File: src/design/ccore_pkg.sv
// Shared types, constants and the instruction classifier of the CHIP-8 core.
package ccore_pkg;

  localparam int unsigned AddrW    = 12;
  localparam int unsigned MemDepth = 4096;
  localparam int unsigned NumRegs  = 16;
  localparam int unsigned NumRows  = 32;
  localparam int unsigned NumCols  = 64;

  localparam int unsigned StackDepthDef   = 16;
  localparam int unsigned ProgramStartDef = 512;
  localparam int unsigned FontBaseDef     = 80;

  localparam logic [4:0] NoKey = 5'd16;

  localparam logic [1:0] FaultNone = 2'd0;
  localparam logic [1:0] FaultHalt = 2'd1;
  localparam logic [1:0] FaultOvf  = 2'd2;

  typedef enum logic [1:0] {
    OP_LOAD = 2'd0,
    OP_EXEC = 2'd1,
    OP_TICK = 2'd2,
    OP_ROW  = 2'd3
  } op_e;

  typedef enum logic [2:0] {
    CLS_SIMPLE,
    CLS_BAD,
    CLS_CALL,
    CLS_RET,
    CLS_DRAW,
    CLS_BCD,
    CLS_SAVE,
    CLS_RESTORE
  } cls_e;

  typedef enum logic [3:0] {
    U_NOP,
    U_START,
    U_FETCH_HI,
    U_FETCH_LO,
    U_TAKE_LO,
    U_TAKE_VY,
    U_EXEC,
    U_RET_RD,
    U_RET_WR,
    U_DRAW_RD,
    U_DRAW_WR,
    U_BCD,
    U_SAVE,
    U_RESTORE_RD,
    U_RESTORE_WR,
    U_PUBLISH
  } uop_e;

  typedef struct packed {
    uop_e uop;
  } cmd_t;

  typedef struct packed {
    cls_e cls;
    logic halted;
    logic last;
    logic zero_n;
    logic ret_ok;
  } status_t;

  function automatic cls_e classify(input logic [15:0] w);
    cls_e c;
    c = CLS_BAD;
    unique case (w[15:12])
      4'h0: begin
        if (w == 16'h00E0) c = CLS_SIMPLE;
        else if (w == 16'h00EE) c = CLS_RET;
      end
      4'h2: c = CLS_CALL;
      4'h5, 4'h9: if (w[3:0] == 4'h0) c = CLS_SIMPLE;
      4'h8: if (w[3] == 1'b0 || w[3:0] == 4'hE) c = CLS_SIMPLE;
      4'hD: c = CLS_DRAW;
      4'hE: if (w[7:0] == 8'h9E || w[7:0] == 8'hA1) c = CLS_SIMPLE;
      4'hF: begin
        unique case (w[7:0])
          8'h07, 8'h0A, 8'h15, 8'h18, 8'h1E, 8'h29: c = CLS_SIMPLE;
          8'h33:   c = CLS_BCD;
          8'h55:   c = CLS_SAVE;
          8'h65:   c = CLS_RESTORE;
          default: c = CLS_BAD;
        endcase
      end
      default: c = CLS_SIMPLE;
    endcase
    return c;
  endfunction

endpackage

File: src/design/ccore_ctrl.sv
// Controller of the CHIP-8 core: sequences fetch, execute and result hand-off.
module ccore_ctrl (
  input  logic                clk_i,
  input  logic                rst_ni,
  input  logic                in_valid_i,
  output logic                in_stall_o,
  input  logic [1:0]          op_i,
  output logic                out_valid_o,
  input  logic                out_stall_i,
  input  ccore_pkg::status_t  status_i,
  output ccore_pkg::cmd_t     cmd_o
);
  import ccore_pkg::*;

  typedef enum logic [3:0] {
    ST_IDLE,
    ST_FETCH_HI,
    ST_FETCH_LO,
    ST_TAKE_LO,
    ST_TAKE_VY,
    ST_DISPATCH,
    ST_RET_RD,
    ST_RET_WR,
    ST_DRAW_RD,
    ST_DRAW_WR,
    ST_BCD,
    ST_SAVE,
    ST_RESTORE_RD,
    ST_RESTORE_WR,
    ST_DONE
  } state_e;

  state_e state_q, state_d;
  logic   out_valid_q;
  uop_e   uop;

  always_comb begin
    state_d = state_q;
    uop = U_NOP;
    unique case (state_q)
      ST_IDLE: if (in_valid_i) begin
        uop = U_START;
        state_d = (op_i == OP_EXEC && !status_i.halted) ? ST_FETCH_HI : ST_DONE;
      end
      ST_FETCH_HI: begin uop = U_FETCH_HI; state_d = ST_FETCH_LO; end
      ST_FETCH_LO: begin uop = U_FETCH_LO; state_d = ST_TAKE_LO; end
      ST_TAKE_LO:  begin uop = U_TAKE_LO;  state_d = ST_TAKE_VY; end
      ST_TAKE_VY:  begin uop = U_TAKE_VY;  state_d = ST_DISPATCH; end
      ST_DISPATCH: begin
        uop = U_EXEC;
        unique case (status_i.cls)
          CLS_RET:     state_d = status_i.ret_ok ? ST_RET_RD : ST_DONE;
          CLS_DRAW:    state_d = status_i.zero_n ? ST_DONE : ST_DRAW_RD;
          CLS_BCD:     state_d = ST_BCD;
          CLS_SAVE:    state_d = ST_SAVE;
          CLS_RESTORE: state_d = ST_RESTORE_RD;
          default:     state_d = ST_DONE;
        endcase
      end
      ST_RET_RD:  begin uop = U_RET_RD;  state_d = ST_RET_WR; end
      ST_RET_WR:  begin uop = U_RET_WR;  state_d = ST_DONE; end
      ST_DRAW_RD: begin uop = U_DRAW_RD; state_d = ST_DRAW_WR; end
      ST_DRAW_WR: begin
        uop = U_DRAW_WR;
        state_d = status_i.last ? ST_DONE : ST_DRAW_RD;
      end
      ST_BCD: begin
        uop = U_BCD;
        if (status_i.last) state_d = ST_DONE;
      end
      ST_SAVE: begin
        uop = U_SAVE;
        if (status_i.last) state_d = ST_DONE;
      end
      ST_RESTORE_RD: begin uop = U_RESTORE_RD; state_d = ST_RESTORE_WR; end
      ST_RESTORE_WR: begin
        uop = U_RESTORE_WR;
        state_d = status_i.last ? ST_DONE : ST_RESTORE_RD;
      end
      ST_DONE: if (!out_valid_q || !out_stall_i) begin
        uop = U_PUBLISH;
        state_d = ST_IDLE;
      end
      default: state_d = ST_IDLE;
    endcase
  end

  always_ff @(posedge clk_i or negedge rst_ni) begin
    if (!rst_ni) begin
      state_q <= ST_IDLE;
      out_valid_q <= 1'b0;
    end else begin
      state_q <= state_d;
      if (uop == U_PUBLISH) out_valid_q <= 1'b1;
      else if (!out_stall_i) out_valid_q <= 1'b0;
    end
  end

  assign in_stall_o  = (state_q != ST_IDLE);
  assign out_valid_o = out_valid_q;
  assign cmd_o.uop   = uop;

endmodule

File: config.mk
export PLATFORM = sky130hd
export DESIGN_NAME = ccore_ctrl
export DESIGN_NICKNAME = d
export VERILOG_FILES = /design/src/design/ccore_pkg.sv /design/src/design/ccore_ctrl.sv
export SDC_FILE = /design/constraint.sdc
export NUM_CORES = 1
export LEC_CHECK = 0
export ABC_AREA = 1
export BUFFER_PORTS_ARGS = -buffer_cell sky130_fd_sc_hd__clkbuf_2
export CAP_MARGIN = 10
export CORE_MARGIN = 4
export CORE_UTILIZATION = 43
export DETAILED_ROUTE_END_ITERATION = 8
export GPL_TIMING_DRIVEN = 0
export PLACE_DENSITY = 0.7
export SYNTH_ARGS = -nofsm -noshare
export SYNTH_HDL_FRONTEND = slang
export SYNTH_SLANG_ARGS = --single-unit
File: constraint.sdc
create_clock -name clk_i -period 1.4 [get_ports clk_i]
set_clock_uncertainty 0.15 [all_clocks]
set_input_delay 0.28 -clock clk_i [delete_from_list [all_inputs] [get_ports clk_i]]
set_output_delay 0.28 -clock clk_i [all_outputs]
set_load 0.01 [all_outputs]
==> results of run 1 <==
==> worst register-to-register path: cells and delay by family, from the launching register on <==
family | cells | cell delay (ps)
buffers and inverters | 2 | 230
AND/OR/NAND/NOR | 6 | 600
flip-flops | 1 | 440
==> worst paths after layout <==
check	end	slack, ps	cells after the start
worst max-delay path	cmd_o[0]	-410	5
worst min register to register	state_q[0]	460	2
max in group asynchronous	state_q[1]	700	2
worst min-delay path	state_q[2]	190	3
min in group asynchronous	out_valid_o	250	2
worst max register to register	state_q[0]	-130	8
==> final cells by class <==
type | instances | area share (%)
buffer | 1 | 1.33
inverter | 16 | 7.67
timing repair buffer | 29 | 21.1
multi-input combinational | 74 | 49.6
tap | 14 | 2.06
clock buffer | 4 | 3.10
sequential | 5 | 15.2
==> repair_timing <==
| action | 4_1_cts | 5_1_grt |
|---|---|---|
| pin swaps | 2 | 2 |
| hold endpoints to repair | 5 | 0 |
| gates resized for setup | 7 | 13 |
| hold buffers | 1 | 0 |
| setup endpoints to repair | 9 | 9 |
| setup buffers | 7 | 3 |
==> where the power goes <==
part | switching, µW | internal [µW] | leakage [µW] | total [µW]
logic | 848 | 657 | 0.000395 | 1500
registers | 119 | 232 | 0.0000587 | 351
clock network | 56.2 | 108 | 0.0000150 | 164
total | 1020 | 996 | 0.000469 | 2020
==> flip-flops by register name, indices dropped and copies added (netlist names) <==
| signal | cells |
|---|---|
| out_valid_o | 1 |
| state_q | 4 |
==> kinds of logic (layout without fill, tap and decap cells) <==
| group | count (synthesis) | after routing | synth area share, % |
|---|---|---|---|
| AND/OR/NAND/NOR | 63 | 63 | 53.0 |
| buffers and inverters | 17 | 50 | 12.8 |
| AO/OA/AOI/OAI | 11 | 11 | 11.9 |
| flip-flops | 5 | 5 | 22.4 |
==> metrics by stage <==
stage | hold WS, ps | TNS (ps) | worst slack (ps)
6_report | 189 | -2150 | -408
5_1_grt | 204 | -2960 | -494
4_1_cts | 182 | -2030 | -420
3_5_place_dp | -51.6 | -1130 | -297
3_3_place_gp | -52.6 | -928 | -288
2_1_floorplan | -166 | -115 | -56.6
==> per-layer routing <==
metal	track usage [%]	vias to the layer above
li1	-	381
met1	21.5	306
met2	33.4	27
met3	6.10	4
met4	7.23	0
met5	0	-
==> cell usage in the layout (no fill, tap or decap), types with 3 or more instances in the layout <==
cell type / netlist / layout
inv_2: 5 / 5
nor2_4: 1 / 3
dfrtp_2: 0 / 3
nor2_2: 3 / 3
inv_1: 11 / 9
nand2_1: 30 / 29
clkbuf_2: 0 / 14
nand2_2: 3 / 3
nand3_1: 7 / 6
nand4_1: 5 / 5
clkbuf_4: 0 / 3
nor2_1: 10 / 8
buf_4: 0 / 9
buf_2: 0 / 4
o21ai_0: 4 / 3
==> out/results.ini, run 1 <==
[status]
outcome=finished, violations left
violations=negative setup slack

[cts]
cts_tree=done
root_buffer=clkbuf_4
path_clk_slew_ps=40
cts.sinks=5
cts-buffers-inserted=3
htree_levels=1
clockBufferDepth=2
clock_latency_ps=240

[timing]
fin_crit_ps=1810
rsz0062_at_grt=yes
layout_setup_ws_ps=-408
slew_headroom_pct=87.1
hold_viol=0
max_freq_mhz=553
worstMarginPinSlew_ps=192
finalCritPeriodShare_pct=129
setup_viol=9
drv_slew=0

[placed_design]
io_buffers=18
gp_congestion=0.815
dp_cells=128
place_area_um2=688
dp_hpwl_mm=1.16

[route]
ant_nets=0
routed.top_layer=met4
wl_per_cell_um=11.2
wl_met1_um=662
wl_met2_um=793
detail_route.drc_violations=0
met3_length_um=123
vias_per_cell=5.02
via_count=718
dr.pass1.iters=4
wirelength_mm=1.60
first_iter_violations=13

[power_and_ir_drop]
p_leak_uw=0.000469
powerDensity_nw_per_um2=2380
ir_worst_vdd_mv=1.64
power_uw=2020

[layout]
fin_cells=143
fin_nets=143
area_growth_pct=51.7
multi_input_area_um2=420
seq_area_um2=129
drive_gt1_share_pct=45.7
finish.instance_area_um2=848
utilization_pct=72.4
antenna_cells=0
fillers=107

[logic_synthesis]
netlist_top_cells_count=nand2_1 (30), inv_1 (11), nor2_1 (10)
ys_warn_count=0
seq_area_frac_synth_pct=22.4
syn-num-nets=109
synth_seq_cells=5
netlist_area_um2=559
synth_area_leader_cell=dfrtp_1
async_flop_share_pct=100
synth.area.top_cells=dfrtp_1 (22%), nand2_1 (20%), inv_1 (7.4%), nor2_1 (6.7%), nand3_1 (6.3%)
ys.flop_type=dfrtp_1
yosysMostFrequentCell=nand2_1
syn_avg_cell_area_um2=5.83
yosysUniqueCellTypes=21
synth_edf_count=0
synth_top_area_share_pct=22.4
netlist_instances=96

[global_route]
grt_pass1_vias=658
grt.overflow.total=0
antenna_found_initial=0
track_usage_pct=19.2
grt_pass1_wl_mm=2.66
grt_start_max_net_pins=7

[worst_setup_path]
cp_num_buf_inv=2
crit_path_cell_trace=nor2_4 -> nand3_4 -> buf_4 -> o2111ai_2 -> buf_2
cp-startpoint=state_q[0]
crit_arrival_ps=1380
crit_path_top_delay_cell=dfrtp_2
crit_fanout=6
end_kind=output port
crit_required_ps=970
start_kind=flip-flop
cp_top_family=flip-flops
reg2reg_from=state_q[0]
slowest_delay_ps=440
critPathKind=reg -> out

[floorplanning]
rows=12
dieArea_um2=1940
die_h_um=44.1
pin_count=19
core_region_area_um2=1170
die_w_um=44.1
initial_core_util_pct=47.8

[min_path]
hold_path.startpoint=out_stall_i
hold_path.class=in -> reg

[flow_run]
maxCapViolations=0

(Power assumes the default switching activity.)
==> inputs of run 2 (changes only) <==
==> constraint.sdc (replaced) <==
create_clock -name clk_i -period 1.6 [get_ports clk_i]
set_clock_uncertainty 0.15 [all_clocks]
set_input_delay 0.32 -clock clk_i [delete_from_list [all_inputs] [get_ports clk_i]]
set_output_delay 0.32 -clock clk_i [all_outputs]
set_load 0.01 [all_outputs]
==> out/results.ini, run 2 (synthesized netlist as in run 1, its figures left out) <==
[timing]
slew_headroom_pct=82.0  ; -5.2 points
timing.hold.ws_ps=276  ; +87.0 ps
fin_crit_ps=1850
rsz0062_at_grt=yes
finalCritPeriodShare_pct=116
setup_viol=5  ; -4
worstMarginPinSlew_ps=271  ; +78.1 ps
max_freq_mhz=539
drv_slew=0  ; unchanged
hold_viol=0  ; unchanged
layout_setup_ws_ps=-254  ; +154 ps
setup_tns_ps=-895  ; +1260 ps

[power_and_ir_drop]
p_leak_uw=0.000481  ; +2.6%
switching_share_pct=52.1  ; +1.5 points
pwr-share-comb_pct=75.6  ; +1.1 points
clkPwrFrac_pct=7.5  ; -0.6 points
ir_worst_vdd_mv=1.48  ; -9.8%
p_sw_uw=980  ; -4.2%
p_int_uw=900  ; -9.6%
powerDensity_nw_per_um2=2150  ; -9.8%
pwr-share-seq_pct=16.9  ; -0.5 points

[floorplanning]
die_h_um=44.1  ; unchanged
pin_count=19  ; unchanged
initial_core_util_pct=47.8  ; unchanged
rows=12  ; unchanged
core_region_area_um2=1170  ; unchanged
die_w_um=44.1  ; unchanged
dieArea_um2=1940  ; unchanged

[layout]
fin_nets=145  ; +1.4%
final_cell_mix=nand2_1 (29), clkbuf_2 (15), buf_4 (10)
drive_gt1_share_pct=46.6  ; +0.83 points
area_growth_pct=56.6
finish.instance_area_um2=876  ; +3.2%
utilization_pct=74.8  ; +2.4 points
largest_register_ffs=4  ; unchanged
mostFrequentLayoutCell=nand2_1
top_register=state_q
antenna_cells=0  ; unchanged

[global_route]
grt_pass1_vias=714  ; +8.5%
grt_pass1_wl_mm=2.82  ; +6.0%
grt.overflow.total=0  ; unchanged
grt_start_max_net_pins=8  ; +1
track_usage_pct=19.4  ; +0.28 points
antenna_found_initial=0  ; unchanged

[cts]
clockBufferDepth=2  ; unchanged
root_buffer=clkbuf_4
cts.sinks=5  ; unchanged
clock_latency_ps=240  ; about the same
cts-buffers-inserted=3  ; unchanged
htree_levels=1  ; unchanged
path_clk_slew_ps=50  ; about the same
cts_tree=done

[worst_setup_path]
critPathCapture=cmd_o[0]
reg2reg_from=state_q[3]
crit_arrival_ps=1380  ; about the same
crit_fanout=7  ; +1
start_kind=flip-flop
cp-startpoint=state_q[0]
r2r_slack_ps=50  ; +180 ps
crit_path_top_delay_cell=dfrtp_2
critPathKind=reg -> out
end_kind=output port
worstReg2RegEnd=state_q[2]
slowest_delay_ps=460  ; +20 ps
crit_required_ps=1130  ; +160 ps
crit_path_cell_trace=nor2_4 -> nand3_4 -> buf_4 -> o2111ai_1 -> buf_2
worstRegToRegCells=9  ; +1

[placed_design]
dp_hpwl_mm=1.17  ; +0.89%
gp_congestion=0.785  ; -3.7%
io_buffers=18  ; unchanged
place_area_um2=667  ; -3.1%

[route]
dr.pass1.iters=4  ; unchanged
wirelength_mm=1.87  ; +16%
wl_per_cell_um=12.9  ; +15%
via_count=787  ; +9.6%
detail_route.drc_violations=0  ; unchanged
first_iter_violations=18  ; +5
vias_per_cell=5.43  ; +8.1%
ant_nets=0  ; unchanged

[status]
outcome=finished, violations left
violations=negative setup slack

[min_path]
hold_path.class=in -> async

[flow_run]
maxCapViolations=0  ; unchanged

-- run 2: per-layer routing --
layer  vias up  GRT usage (%)  wire length, µm
met5         -              0                0
met4         0           10.2               67
met3        10           3.66              129
met2        41           36.0              935
met1       352           20.3              735
li1        384              -                -
-- run 2: critical path, delay by kind of cell, from the launching register on --
kind | cells | cell delay (ps)
compound gates | 1 | 90
buf+inv | 2 | 300
simple gates | 2 | 280
flops | 1 | 460
-- run 2: worst min path at each step --
stage | startpoint | endpoint | slack [ps] | cells after the start
6_report | rst_ni | state_q[1] | 280 | 2
5_1_grt | rst_ni | state_q[3] | 270 | 2
3_3_place_gp | rst_ni | state_q[1] | -10 | 1
2_1_floorplan | rst_ni | out_valid_o | -130 | 0
3_5_place_dp | rst_ni | state_q[3] | -9 | 1
4_1_cts | out_stall_i | out_valid_o | 240 | 3
-- run 2: power by group through the flow --
stage	Sequential [µW]	Clock, µW	Combinational (µW)
floorplan	263	0	728
global placement	277	0	983
detailed placement	278	0	997
CTS	288	142	1240
global route	323	164	1550
finish	318	141	1420
-- run 2: final cells by class --
cell class	instances	area [µm²]
plain buffers	1	11.3
clock buffers	4	26.3
fillers	94	295
inverters	16	65.1
multi-input cells	74	429
flip-flops and latches	5	129
well taps	14	17.5
repair buffers	31	198
-- run 2: stage by stage --
stage	cells	worst slack (ps)	power [µW]
detailed placement	128	-158	1280
global route	145	-320	2030
finish	145	-254	1880
floorplan	96	49.0	991
CTS	142	-249	1670
global placement	128	-133	1260
-- run 2: what timing repair did --
item / CTS / global route
hold endpoints to repair: 5 / 0
endpoints found under the setup margin: 5 / 9
hold buffers: 1 / 0
pin swaps: 4 / 9
gates resized for setup: 11 / 16
buffers inserted: 9 / 3
==> inputs of run 3 (changes only) <==
--- a/config.mk
+++ b/config.mk
@@ -8,7 +8,7 @@
 export ABC_AREA = 1
 export BUFFER_PORTS_ARGS = -buffer_cell sky130_fd_sc_hd__clkbuf_2
 export CAP_MARGIN = 10
-export CORE_MARGIN = 4
+export CORE_MARGIN = 1.5
 export CORE_UTILIZATION = 43
 export DETAILED_ROUTE_END_ITERATION = 8
 export GPL_TIMING_DRIVEN = 0
==> out/results.ini, run 3 (synthesized netlist as in run 1, its figures left out) <==
[status]
outcome=finished, violations left
violations=negative setup slack

[timing]
setup_tns_ps=-1530  ; -635 ps
finalCritPeriodShare_pct=124  ; +8.0 points
rsz0062_at_grt=yes
setup_viol=5  ; unchanged
hold_viol=0  ; unchanged
max_freq_mhz=505  ; -6.4%
slew_headroom_pct=84.4  ; +2.5 points
drv_slew=0  ; unchanged
fin_crit_ps=1980  ; +128 ps
layout_setup_ws_ps=-382  ; -128 ps
worstMarginPinSlew_ps=233  ; -37.1 ps

[layout]
top_register=state_q
fin_nets=151  ; +4.1%
drive_gt1_share_pct=49.6  ; +3.1 points
fillers=83  ; -12%
utilization_pct=82.5  ; +7.7 points
largest_register_ffs=4  ; unchanged
area_growth_pct=70.5
antenna_cells=0  ; unchanged
final_cell_mix=nand2_1 (28), clkbuf_2 (15), buf_4 (15)
mostFrequentLayoutCell=nand2_1

[min_path]
hold_path.startpoint=out_stall_i
hold_path.class=in -> reg
holdPathStages=3

[route]
wl_per_cell_um=14.4  ; +12%
met3_length_um=187  ; +45%
wirelength_mm=2.18  ; +17%
wl_met1_um=842  ; +15%
dr.pass1.iters=4  ; unchanged
ant_nets=0  ; unchanged
first_iter_violations=34  ; +16
detail_route.drc_violations=0  ; unchanged
wl_met2_mm=1.04  ; +11%
routed.top_layer=met4
vias_per_cell=5.64  ; +4.0%
via_count=852  ; +8.3%

[worst_setup_path]
crit_required_ps=1130  ; about the same
crit_path_cell_trace=buf_6 -> inv_4 -> nor2_4 -> inv_2 -> o21ai_4 -> a21oi_2 -> o211ai_1 -> buf_2
worstRegToRegCells=8  ; -1
reg2reg_from=state_q[0]
crit_path_top_delay_cell=dfrtp_1
crit_arrival_ps=1510  ; +130 ps
slowest_delay_ps=340  ; -120 ps
end_kind=output port
start_kind=flip-flop
crit_fanout=7  ; unchanged
cp-startpoint=state_q[3]
critPathKind=reg -> out

[floorplanning]
die_h_um=39.1  ; -11%
pin_count=19  ; unchanged
initial_core_util_pct=48.4  ; +0.62 points
dieArea_um2=1530  ; -21%
rows=12  ; unchanged
core_region_area_um2=1160  ; -1.3%
die_w_um=39.1  ; -11%

[power_and_ir_drop]
p_leak_uw=0.000525  ; +9.0%
ir_worst_vdd_mv=1.50  ; +1.3%
powerDensity_nw_per_um2=2290  ; +6.9%
power_uw=2190  ; +16%

[cts]
htree_levels=1  ; unchanged
cts-buffers-inserted=3  ; unchanged
cts.sinks=5  ; unchanged
root_buffer=clkbuf_4
cts_tree=done
path_clk_slew_ps=40  ; about the same
clockBufferDepth=2  ; unchanged
clock_latency_ps=230  ; about the same

[global_route]
grt_start_max_net_pins=9  ; +1
grt_pass1_vias=656  ; -8.1%
grt.overflow.total=0  ; unchanged
grt_pass1_wl_mm=2.83  ; +0.25%
antenna_found_initial=0  ; unchanged
track_usage_pct=28.2  ; +8.7 points

[placed_design]
io_buffers=18  ; unchanged
dp_slack_ps=-188  ; -30.2 ps
gp_congestion=0.851  ; +8.4%
dp_hpwl_mm=1.10  ; -6.6%

[flow_run]
maxCapViolations=0  ; unchanged

[run 3: metal layers]
layer  track usage (%)  up-vias
met1              31.2      369
met3              4.62       14
li1                  -      398
met4              18.1        0
met2              48.8       71
met5                 0        -
[run 3: path summary, 6_finish.rpt]
kind | slack, ps | to
setup / recovery | -380 | cmd_o[3]
setup reg to reg | 20 | state_q[0]
hold / removal | 220 | state_q[2]
max in group asynchronous | 850 | state_q[2]
min in group asynchronous | 300 | state_q[3]
hold reg to reg | 460 | state_q[2]
[run 3: through the flow]
stage          instance area [µm²]  cells  hold WS (ps)
2_1_floorplan                  559     96          -126
3_3_place_gp                   667    128         -11.2
3_5_place_dp                   667    128         -8.52
4_1_cts                        832    141           218
5_1_grt                        953    151           237
6_report                       953    151           225
[run 3: power by group]
part,internal (µW),total [µW],switching (µW),leakage (µW)
clock network,93.9,139,45.4,0.0000150
logic,769,1750,976,0.000450
registers,200,303,103,0.0000598
total,1060,2190,1120,0.000525
[run 3: area by class of cell]
class / instances / area (µm²) / share of cell area (%)
sequential: 5 / 128 / 13.4
buffer: 1 / 11.3 / 1.18
tap: 14 / 17.5 / 1.84
inverter: 16 / 65.1 / 6.82
multi-input combinational: 74 / 444 / 46.6
timing repair buffer: 37 / 262 / 27.4
clock buffer: 4 / 26.3 / 2.76
[run 3: worst max-delay path, delay by kind of cell (launching register included)]
kind	cells	cell delay [ps]
simple gates	1	140
buf+inv	4	470
compound gates	3	330
flops	1	340
[run 3: timing repair]
item                                   in CTS  in global routing
buffers inserted                            8                 10
hold buffers                                1                  0
resized for setup                          16                 14
pin swaps                                   5                  9
endpoints found under the hold margin       5                  0
setup endpoints to repair                   5                  7
